File: src/design/grid_maze_reachability_core_defines.svh
// Assertion macros shared by the maze reachability RTL.
`ifndef GRID_MAZE_REACHABILITY_CORE_DEFINES_SVH
`define GRID_MAZE_REACHABILITY_CORE_DEFINES_SVH
`ifndef SYNTHESIS
// same-cycle implication, disabled in reset
`define GMR_ASSERT_NOW(label, ante, cons) \
  label: assert property (@(posedge clk) disable iff (rst) (ante) |-> (cons)) \
    else $error("gmr assertion failed");
// next-cycle implication, disabled in reset
`define GMR_ASSERT_NEXT(label, ante, cons) \
  label: assert property (@(posedge clk) disable iff (rst) (ante) |=> (cons)) \
    else $error("gmr assertion failed");
`else
`define GMR_ASSERT_NOW(label, ante, cons)
`define GMR_ASSERT_NEXT(label, ante, cons)
`endif
`endif

File: src/design/gmr_pkg.sv
// Types and constants for the maze reachability core.
`default_nettype none
package gmr_pkg;

  localparam logic OP_WRITE = 1'b0;
  localparam logic OP_SOLVE = 1'b1;

  typedef enum logic [0:0] {
    ST_IDLE,
    ST_RUN
  } state_t;

  // control broadcast from the sequencer to every row cell
  typedef struct packed {
    logic       wr;
    logic       seed;
    logic       step;
    logic       wall;
    logic [3:0] row;
    logic [3:0] col;
    logic [3:0] trow;
    logic [3:0] tcol;
  } cell_ctl_t;

endpackage
`default_nettype wire

File: src/design/grid_maze_reachability_core.sv
// Top level: command port, flood sequencer and the chain of row cells.
//
//  channel   signals                                   handshake
//  command   op row col is_wall target_row target_col  start & !busy
//  result    path_found                                done (one cycle)
//
// A write takes effect at the accepting edge; busy stays low, no result.
// A solve seeds the flood at the accepting edge, then spreads one cell per
// cycle in every direction through the row cells. busy holds until the
// target is reached or the flood stops growing. done pulses in the cycle
// busy drops.
// rst clears the wall map to all open. Results cannot be stalled.
`default_nettype none
`include "grid_maze_reachability_core_defines.svh"
module grid_maze_reachability_core #(
  parameter int GRID_ROWS = 16,
  parameter int GRID_COLS = 16
) (
  input  wire        clk,
  input  wire        rst,
  input  wire        start,
  output logic       busy,
  input  wire        op,
  input  wire  [3:0] row,
  input  wire  [3:0] col,
  input  wire        is_wall,
  input  wire  [3:0] target_row,
  input  wire  [3:0] target_col,
  output logic       done,
  output logic       path_found
);

  gmr_pkg::state_t    state;
  gmr_pkg::state_t    state_next;
  gmr_pkg::cell_ctl_t ctl;

  logic [3:0] trow;
  logic [3:0] tcol;
  logic       accept;
  logic       finish;
  logic       step;
  logic       tgt_any;
  logic       chg_any;

  logic [GRID_ROWS-1:0][GRID_COLS-1:0] reached_rows;
  logic [GRID_ROWS-1:0]                changed_rows;
  logic [GRID_ROWS-1:0]                tgt_rows;

  assign accept  = start && !busy;
  assign tgt_any = |tgt_rows;
  assign chg_any = |changed_rows;
  assign finish  = tgt_any || !chg_any;

  always_comb begin
    state_next = state;
    case (state)
      gmr_pkg::ST_IDLE: begin
        if (accept && op == gmr_pkg::OP_SOLVE) state_next = gmr_pkg::ST_RUN;
      end
      gmr_pkg::ST_RUN: begin
        if (finish) state_next = gmr_pkg::ST_IDLE;
      end
      default: state_next = gmr_pkg::ST_IDLE;
    endcase
  end

  always_comb begin
    busy = 1'b0;
    step = 1'b0;
    case (state)
      gmr_pkg::ST_IDLE: begin
        busy = 1'b0;
        step = 1'b0;
      end
      gmr_pkg::ST_RUN: begin
        busy = 1'b1;
        step = !finish;
      end
      default: begin
        busy = 1'b0;
        step = 1'b0;
      end
    endcase
  end

  always_ff @(posedge clk) begin
    if (rst) begin
      state      <= gmr_pkg::ST_IDLE;
      done       <= 1'b0;
      path_found <= 1'b0;
    end else begin
      state <= state_next;
      done  <= (state == gmr_pkg::ST_RUN) && finish;
      if ((state == gmr_pkg::ST_RUN) && finish) path_found <= tgt_any;
    end
  end

  always_ff @(posedge clk) begin
    if (accept && op == gmr_pkg::OP_SOLVE) begin
      trow <= target_row;
      tcol <= target_col;
    end
  end

  always_comb begin
    ctl      = '0;
    ctl.wr   = accept && (op == gmr_pkg::OP_WRITE);
    ctl.seed = accept && (op == gmr_pkg::OP_SOLVE);
    ctl.step = step;
    ctl.wall = is_wall;
    ctl.row  = row;
    ctl.col  = col;
    ctl.trow = trow;
    ctl.tcol = tcol;
  end

  for (genvar r = 0; r < GRID_ROWS; r++) begin : g_row
    logic [GRID_COLS-1:0] up_vec;
    logic [GRID_COLS-1:0] dn_vec;
    if (r == 0) begin : g_top
      assign up_vec = '0;
    end else begin : g_mid_up
      assign up_vec = reached_rows[r-1];
    end
    if (r == GRID_ROWS - 1) begin : g_bot
      assign dn_vec = '0;
    end else begin : g_mid_dn
      assign dn_vec = reached_rows[r+1];
    end
    gmr_cell #(
      .ROW_IDX (r),
      .COLS    (GRID_COLS)
    ) u_cell (
      .clk        (clk),
      .rst        (rst),
      .ctl        (ctl),
      .up_reached (up_vec),
      .dn_reached (dn_vec),
      .reached    (reached_rows[r]),
      .changed    (changed_rows[r]),
      .tgt_hit    (tgt_rows[r])
    );
  end

  `GMR_ASSERT_NOW(a_done_not_busy, done, !busy)
  `GMR_ASSERT_NEXT(a_solve_goes_busy, accept && op == gmr_pkg::OP_SOLVE, busy)
  `GMR_ASSERT_NEXT(a_write_stays_idle, accept && op == gmr_pkg::OP_WRITE, !busy && !done)
  `GMR_ASSERT_NEXT(a_done_single, done, !done)

endmodule
`default_nettype wire

File: src/design/gmr_cell.sv
// One grid row: wall bits, reached bits and the per-step flood update.
`default_nettype none
`include "grid_maze_reachability_core_defines.svh"
module gmr_cell #(
  parameter int ROW_IDX = 0,
  parameter int COLS    = 16
) (
  input  wire                  clk,
  input  wire                  rst,
  input  wire gmr_pkg::cell_ctl_t ctl,
  input  wire  [COLS-1:0]      up_reached,
  input  wire  [COLS-1:0]      dn_reached,
  output logic [COLS-1:0]      reached,
  output logic                 changed,
  output logic                 tgt_hit
);

  logic [COLS-1:0] wall;
  logic [COLS-1:0] reached_next;
  logic [COLS-1:0] col_hit;
  logic [COLS-1:0] tcol_hit;
  logic [COLS-1:0] spread;
  logic            row_hit;
  logic            trow_hit;

  assign row_hit  = (int'(ctl.row) == ROW_IDX);
  assign trow_hit = (int'(ctl.trow) == ROW_IDX);

  always_comb begin
    for (int j = 0; j < COLS; j++) begin
      col_hit[j]  = (int'(ctl.col) == j);
      tcol_hit[j] = (int'(ctl.tcol) == j);
    end
  end

  // neighbors: left, right, row above, row below
  assign spread       = {reached[COLS-2:0], 1'b0} | {1'b0, reached[COLS-1:1]}
                      | up_reached | dn_reached;
  assign reached_next = reached | (~wall & spread);
  assign tgt_hit      = trow_hit & (|(reached & tcol_hit));

  always_ff @(posedge clk) begin
    if (rst) begin
      wall    <= '0;
      reached <= '0;
      changed <= 1'b0;
    end else begin
      if (ctl.wr && row_hit) begin
        for (int j = 0; j < COLS; j++) begin
          if (col_hit[j]) wall[j] <= ctl.wall;
        end
      end
      if (ctl.seed) begin
        // start cell is entered whatever its wall bit
        reached <= row_hit ? col_hit : '0;
        changed <= 1'b1;
      end else if (ctl.step) begin
        reached <= reached_next;
        changed <= (reached_next != reached);
      end
    end
  end

  `GMR_ASSERT_NEXT(a_reached_monotonic, ctl.step && !ctl.seed, (reached & $past(reached)) == $past(reached))
  `GMR_ASSERT_NEXT(a_seed_flags_change, ctl.seed, changed)
  `GMR_ASSERT_NEXT(a_idle_holds_reached, !ctl.seed && !ctl.step, reached == $past(reached))

endmodule
`default_nettype wire

File: config.mk
export PLATFORM = sky130hd
export DESIGN_NAME = grid_maze_reachability_core
export DESIGN_NICKNAME = d
export VERILOG_FILES = /design/src/design/gmr_pkg.sv /design/src/design/grid_maze_reachability_core.sv /design/src/design/gmr_cell.sv
export VERILOG_INCLUDE_DIRS = /design/src /design/src/design
export SDC_FILE = /design/constraint.sdc
export NUM_CORES = 2
export LEC_CHECK = 0
export BUFFER_PORTS_ARGS = -buffer_cell sky130_fd_sc_hd__buf_2
export CAP_MARGIN = 10
export CORE_MARGIN = 2
export CORE_UTILIZATION = 62
export CTS_CLUSTER_DIAMETER = 50
export DETAILED_ROUTE_END_ITERATION = 8
export PLACE_DENSITY = 0.84
export SLEW_MARGIN = 20
export SYNTH_ARGS = -nofsm -noshare
export SYNTH_HDL_FRONTEND = slang
export SYNTH_SLANG_ARGS = --single-unit
export TNS_END_PERCENT = 10
File: constraint.sdc
create_clock -name clk -period 3.85 [get_ports clk]
set_input_delay 0.5775 -clock clk [delete_from_list [all_inputs] [get_ports clk]]
set_output_delay 0.5775 -clock clk [all_outputs]
set_load 0.02 [all_outputs]
-- Yosys cells after proc, flatten, opt, wreduce, memory -nomap -nowiden
Cells that the tools add are included.
- register bits after elaboration: 539
- word-level logic and storage cells: 885
- memory bits (read-only): 0
- input bits: 21
- output and inout port bits: 3
- memories kept: 0
- bits in writable memories: 0
- bits in latches: 0
- add/subtract/negate cells: 0
- equal/unequal tests: 76
- magnitude comparators: 0
- bitwise gates (word level): 128
- shift-type cells: 0
- div/mod/pow operators: 0
- multiplexer cells: 85
- multiply operators: 0
- reduce and logical (&&, ||, !) cells: 303
- operators by type and width (cell ; count):
    16-bit 2-to-1 mux ; 48
    16-bit OR ; 46
    16-bit bitwise AND ; 32
    2-bit AND reduction ; 256
    16-bit OR reduction ; 18
    16-bit != test ; 16
    16-bit NOT ; 16
    16-bit by 15-bit OR with 16-bit output ; 16
    4-bit equality test (second input constant) ; 32
    4-bit by 3-bit equality test with 1-bit output (second input constant) ; 16
    1-bit 2-to-1 mux ; 34
    4-bit by 2-bit equality test with 1-bit output (second input constant) ; 8
    1-bit logical AND ; 20
    1-bit bitwise AND ; 16
    4-bit by 1-bit equality test with 1-bit output (second input constant) ; 4
    4-bit logical NOT ; 4
    1-bit case mux with 2 select lines ; 3
    1-bit logical NOT ; 3
    1-bit NOT ; 2
    2-bit nonzero test ; 1
    1-bit logical OR ; 1

-- Depth between registers and ports, before layout
- word-level depth: 10
- depth in mapped cells: 15

-- By module
From an unflattened synthesis, not the netlist that was laid out.
- cells, all modules: 3807
- area, all modules: 30013.8 µm²
- modules (own cells, without submodules) (module ; cells an instance ; instances ; area an instance (µm²)):
    gmr_cell at g_row[10].u_cell ... ; 235 ; 6 ; 1854.3
    gmr_cell at g_row[1].u_cell ... ; 234 ; 4 ; 1849.3
    gmr_cell at g_row[11].u_cell ... ; 239 ; 4 ; 1843.0
    gmr_cell at g_row[0].u_cell ; 234 ; 1 ; 1844.3
    gmr_cell at g_row[15].u_cell ; 239 ; 1 ; 1838.0
    grid_maze_reachability_core ; 32 ; 1 ; 436.7

-- Worst setup path before layout
Ideal clock, no wire load.
- path type: register to register
- start point: reg tcol[0]
- end point: reg g_row[10].u_cell.reached[12]
- required time: 3.768 ns
- cell stages (with the launch flop): 13
- arrival: 3.103 ns
- setup time: 0.082 ns
- path slack: 0.664 ns
- cells stage by stage: edfxtp_1 > buf_2 > and3b_1 > buf_2 > a32oi_1 > a21oi_1 > or4_1 > a221oi_2 > nand4_4 > or4_1 > buf_2 > buf_2 > o221ai_1
- cells in the longest elaborated chain, start to end: 9
- elaborated cells on any way between the ends: 69
- RTL lines (item ; line ; text):
    start: declaration ; grid_maze_reachability_core.sv:38 ; logic [3:0] tcol;
    start signal: assignment ; grid_maze_reachability_core.sv:101 ; tcol <= target_col;
    4-bit by 2-bit equality test with 1-bit output, or another cell as far along ; gmr_cell.sv:32 ; tcol_hit[j] = (int'(ctl.tcol) == j);
    16-bit bitwise AND ; gmr_cell.sv:40 ; assign tgt_hit = trow_hit & (|(reached & tcol_hit));
    16-bit OR reduction ; gmr_cell.sv:40 ;
    1-bit bitwise AND ; gmr_cell.sv:40 ;
    16-bit OR reduction (*) ; grid_maze_reachability_core.sv:50 ; assign tgt_any = |tgt_rows;
    1-bit logical OR (*) ; grid_maze_reachability_core.sv:52 ; assign finish = tgt_any || !chg_any;
    1-bit logical NOT (*) ; grid_maze_reachability_core.sv:77 ; step = !finish;
    1-bit case mux with 2 select lines (*) ; grid_maze_reachability_core.sv:70 ; case (state)
    2-bit nonzero test (no source line) (*) ; n/a ;
    end signal: assignment ; gmr_cell.sv:55 ; reached <= row_hit ? col_hit : '0;
    end signal: assignment ; gmr_cell.sv:58 ; reached <= reached_next;
    end: declaration ; gmr_cell.sv:13 ; output logic [COLS-1:0] reached,
Mark *: on every way between the ends. The rest lies on a longest branch, timed or not.
A chain may end at the register's enable or synchronous reset.

-- Final worst setup path
- start point: reg tcol[1]
- end point: reg g_row[8].u_cell.reached[5]
- cells in the longest elaborated chain, start to end: 9
- elaborated cells on any way between the ends: 69
- RTL lines (item ; line):
    4-bit by 2-bit equality test with 1-bit output, or another cell as far along ; gmr_cell.sv:32
    16-bit bitwise AND ; gmr_cell.sv:40
    16-bit OR reduction ; gmr_cell.sv:40
    1-bit bitwise AND ; gmr_cell.sv:40
    16-bit OR reduction (*) ; grid_maze_reachability_core.sv:50
    1-bit logical OR (*) ; grid_maze_reachability_core.sv:52
    1-bit logical NOT (*) ; grid_maze_reachability_core.sv:77
    1-bit case mux with 2 select lines (*) ; grid_maze_reachability_core.sv:70
    2-bit nonzero test (no source line) (*) ; n/a
    end signal: assignment ; gmr_cell.sv:55
    end signal: assignment ; gmr_cell.sv:58
    end: declaration ; gmr_cell.sv:13
Marked as above.

==> flow_metrics.tcl <==
set metrics [dict create \
    stdcell_count 4212 \
    yosys_most_used_dff "dfxtp_1" \
    hold-worst-slack_ps 106 \
    yosys.area_share.adder_pct 0 \
    leakage_nw 10.5 \
    synthesis.instances 3576 \
    power_density_mw_per_mm2 432 \
    combinational_family_with_the_most_area_after_synthesis "compound AO/OA/AOI/OAI gates" \
    vias 33500 \
    wl_mm 137 \
    worst_skew_pair.late_latency_ps 660 \
    grt_pass1_vias 31000 \
    multi_input_comb_area_mm2 0.0153 \
    cp_num_buf_inv 3 \
    path_clk_slew_ps 60 \
    area_fraction_in_compound_gates_after_synthesis_pct 32.9 \
    post_synth_most_frequent_cells "dfxtp_1 (531), nor2_1 (476), a21oi_1 (418), nand3_1 (288), o21ai_0 (274)" \
    antenna_violations_before_repair 2 \
    layout.nets 3597 \
    initial_utilization_pct 62.7 \
    worst-endpoint-arrival_ps 4400 \
    fmaxAchievable_mhz 260 \
    rsz0062_at_grt "no" \
    hpwlAfterDp_mm 91.4 \
    post_synth_mux_area_share_pct 1.36 \
    yosysTopAreaCellShare_pct 38.5 \
    netlist_top_cells_area "dfxtp_1 (39%), a21oi_1 (7.6%), nor2_1 (6.5%), nand3_1 (5.2%), o21ai_0 (5.0%)" \
    finalSetupViolCount 0 \
    critical_path_class "flop to flop" \
    type_of_the_worst_min_delay_path "primary input to flop" \
    violations "design-rule violations" \
    layout-drive-gt1-share_pct 11.2 \
    max_cap_violations 0 \
    post_synth_and_or_nand_nor_area_fraction_pct 20.7 \
    tritoncts.num_buffers 58 \
    post-route-min-period_ps 3850 \
    gpl.final_weighted_congestion 1.11 \
    global_route.usage.total_pct 56.6 \
    async_reset_ff_share_pct 0 \
    synth.net_count 3597 \
    top_level_ports 24 \
    grt_first_pass_wirelength_mm 198 \
    hold_viol 0 \
    run_status "finished with violations" \
    synth_seq_area_share_pct 39.4 \
    drcViolationCount 6 \
    drt_iter0_drc 7407 \
    critical_path_required_ps 4400 \
    synthesis.yosys.warnings 0 \
    layout.filler_cells 3594 \
    critical_path.startpoint_type "flop" \
    pin_count_of_the_biggest_net_entering_global_routing 148 \
    worstMarginPinSlew_ps 1290 \
    critical-path-top-cell-by-count "buf_4" \
    synth_edf_count 8 \
    finalMaxSlewViolations 0 \
    viasPerCell 7.96 \
    area_growth_syn_to_layout_pct 13.3 \
    remaining_antenna_violation_count 0 \
    dr.pass1.iters 9 \
    tritoncts "built" \
    dp_cells 4104 \
    path_cells "buf_4 > mux2i_2 > o22a_1 > o21ai_0 > or4_1 > a221oi_4 > nand4_4 > buf_4 > or4_2 > buf_12 > o221ai_1" \
    place.port_buffers 23 \
    total_power_mw 13.5 \
    chipWidth_um 215 \
    worstPathMaxFanout 41 \
    critPathSlowestCell "or4_2" \
    finalWorstSetupSlack_ps 0.353 \
    post_place_setup_slack_ps -49.8 \
    rows 77 \
    fp.coreArea_mm2 0.0440 \
    cts-htree-levels 2 \
    die_h_um 215 \
    die_area_mm2 0.0462 \
    synthesis.area_mm2 0.0276 \
    slew_headroom_pct 13.6 \
    most_frequent_cell_after_synthesis "dfxtp_1" \
    finClkSkew_ps 17.5 \
    global_route.overflow_total 0 \
    irDropWorstVdd_mv 0.457 \
    critPathTopFamily "simple AND/OR/NAND/NOR gates" \
    final_min_period_over_clock_period_pct 100 \
    fin_tns_setup_ps 0 \
    cts_buffer_depth 3 \
    layout.area.seq_mm2 0.0109 \
    post_drt_wl_per_cell_um 32.5 \
    critPathCaptureType "flop" \
    synth_cell_type_count 71 \
    yosys.area.top_type "dfxtp_1" \
    clock_tree.root_cell "clkbuf_16" \
    slowest_cell_delay_on_critical_path_ps 740 \
    synth_xor_area_share_pct 0 \
    synth_area_per_inst_um2 7.71 \
    cts_sinks 539 \
    synth-seq-cells 539 \
]
## stage by stage
stage / instance area [um^2] / util, %
detailed placement: 29200 / 66.4
CTS: 31200 / 70.8
global placement: 29200 / 66.3
finish: 31200 / 71.0
floorplan: 27600 / -
global route: 31200 / 71.0
## what timing repair did
action	CTS	global route
hold buffers	0	0
resized for setup	1	10
pin swaps	1	3
endpoints found under the setup margin	111	167
hold endpoints to repair	0	0
setup buffers	3	1
## kinds of logic (layout without fill, tap and decap cells)
logic type      after synthesis  in the layout
simple gates               1227           1227
flops                       539            539
compound gates             1373           1373
buf+inv                     403            444
mux                          34             34
other cells                   0              3
## routing by layer
metal | vias up | track usage (%) | routed length, um
met5 | - | 0 | 0
li1 | 13500 | - | -
met3 | 958 | 24.8 | 26000
met1 | 15400 | 70.7 | 45800
met2 | 3659 | 77.9 | 52800
met4 | 0 | 39.4 | 12100
## where the power goes
group	total (mW)	internal [mW]	switching, mW
registers	5.88	5.69	0.184
clock network	5.81	3.34	2.47
logic	1.81	0.560	1.25
total	13.5	9.59	3.90
## final cells by class
class | instances | share of cell area, %
clock buffer | 81 | 5.45
inverter | 88 | 1.06
timing repair buffer | 255 | 6.53
sequential | 539 | 34.8
multi-input combinational | 2634 | 49.0
antenna | 3 | 0.0240
tap | 592 | 2.37
clock inverter | 20 | 0.753
## cell usage in the layout (no fill, tap or decap), types with 61 or more instances in the layout
cell         n
clkbuf_16   61
a21oi_1    418
a221o_1    109
o21ai_0    274
nor2_1     466
a22oi_1     81
buf_4      218
nand2_1    112
a211oi_1    96
nand3_1    287
inv_1       87
nor3_1     164
dfxtp_1    531
## flip-flops by register name (all words and copies together), names as in the netlist
| register | flops |
|---|---|
| g_row.u_cell.reached | 256 |
| state | 1 |
| path_found | 1 |
| done | 1 |
| g_row.u_cell.wall | 256 |
| trow | 4 |
| tcol | 4 |
| g_row.u_cell.changed | 16 |
## worst paths after layout
path / startpoint / end / slack [ps] / cells after the start
min: target_row[0] / trow[0] / 110 / 1
max: tcol[1] / g_row[8].u_cell.reached[5] / 0.4 / 11
max reg2reg: tcol[1] / g_row[8].u_cell.reached[5] / 0.4 / 11
min reg2reg: g_row[1].u_cell.wall[3] / g_row[1].u_cell.wall[3] / 480 / 2
No activity file was read; power rests on OpenSTA's default activity.
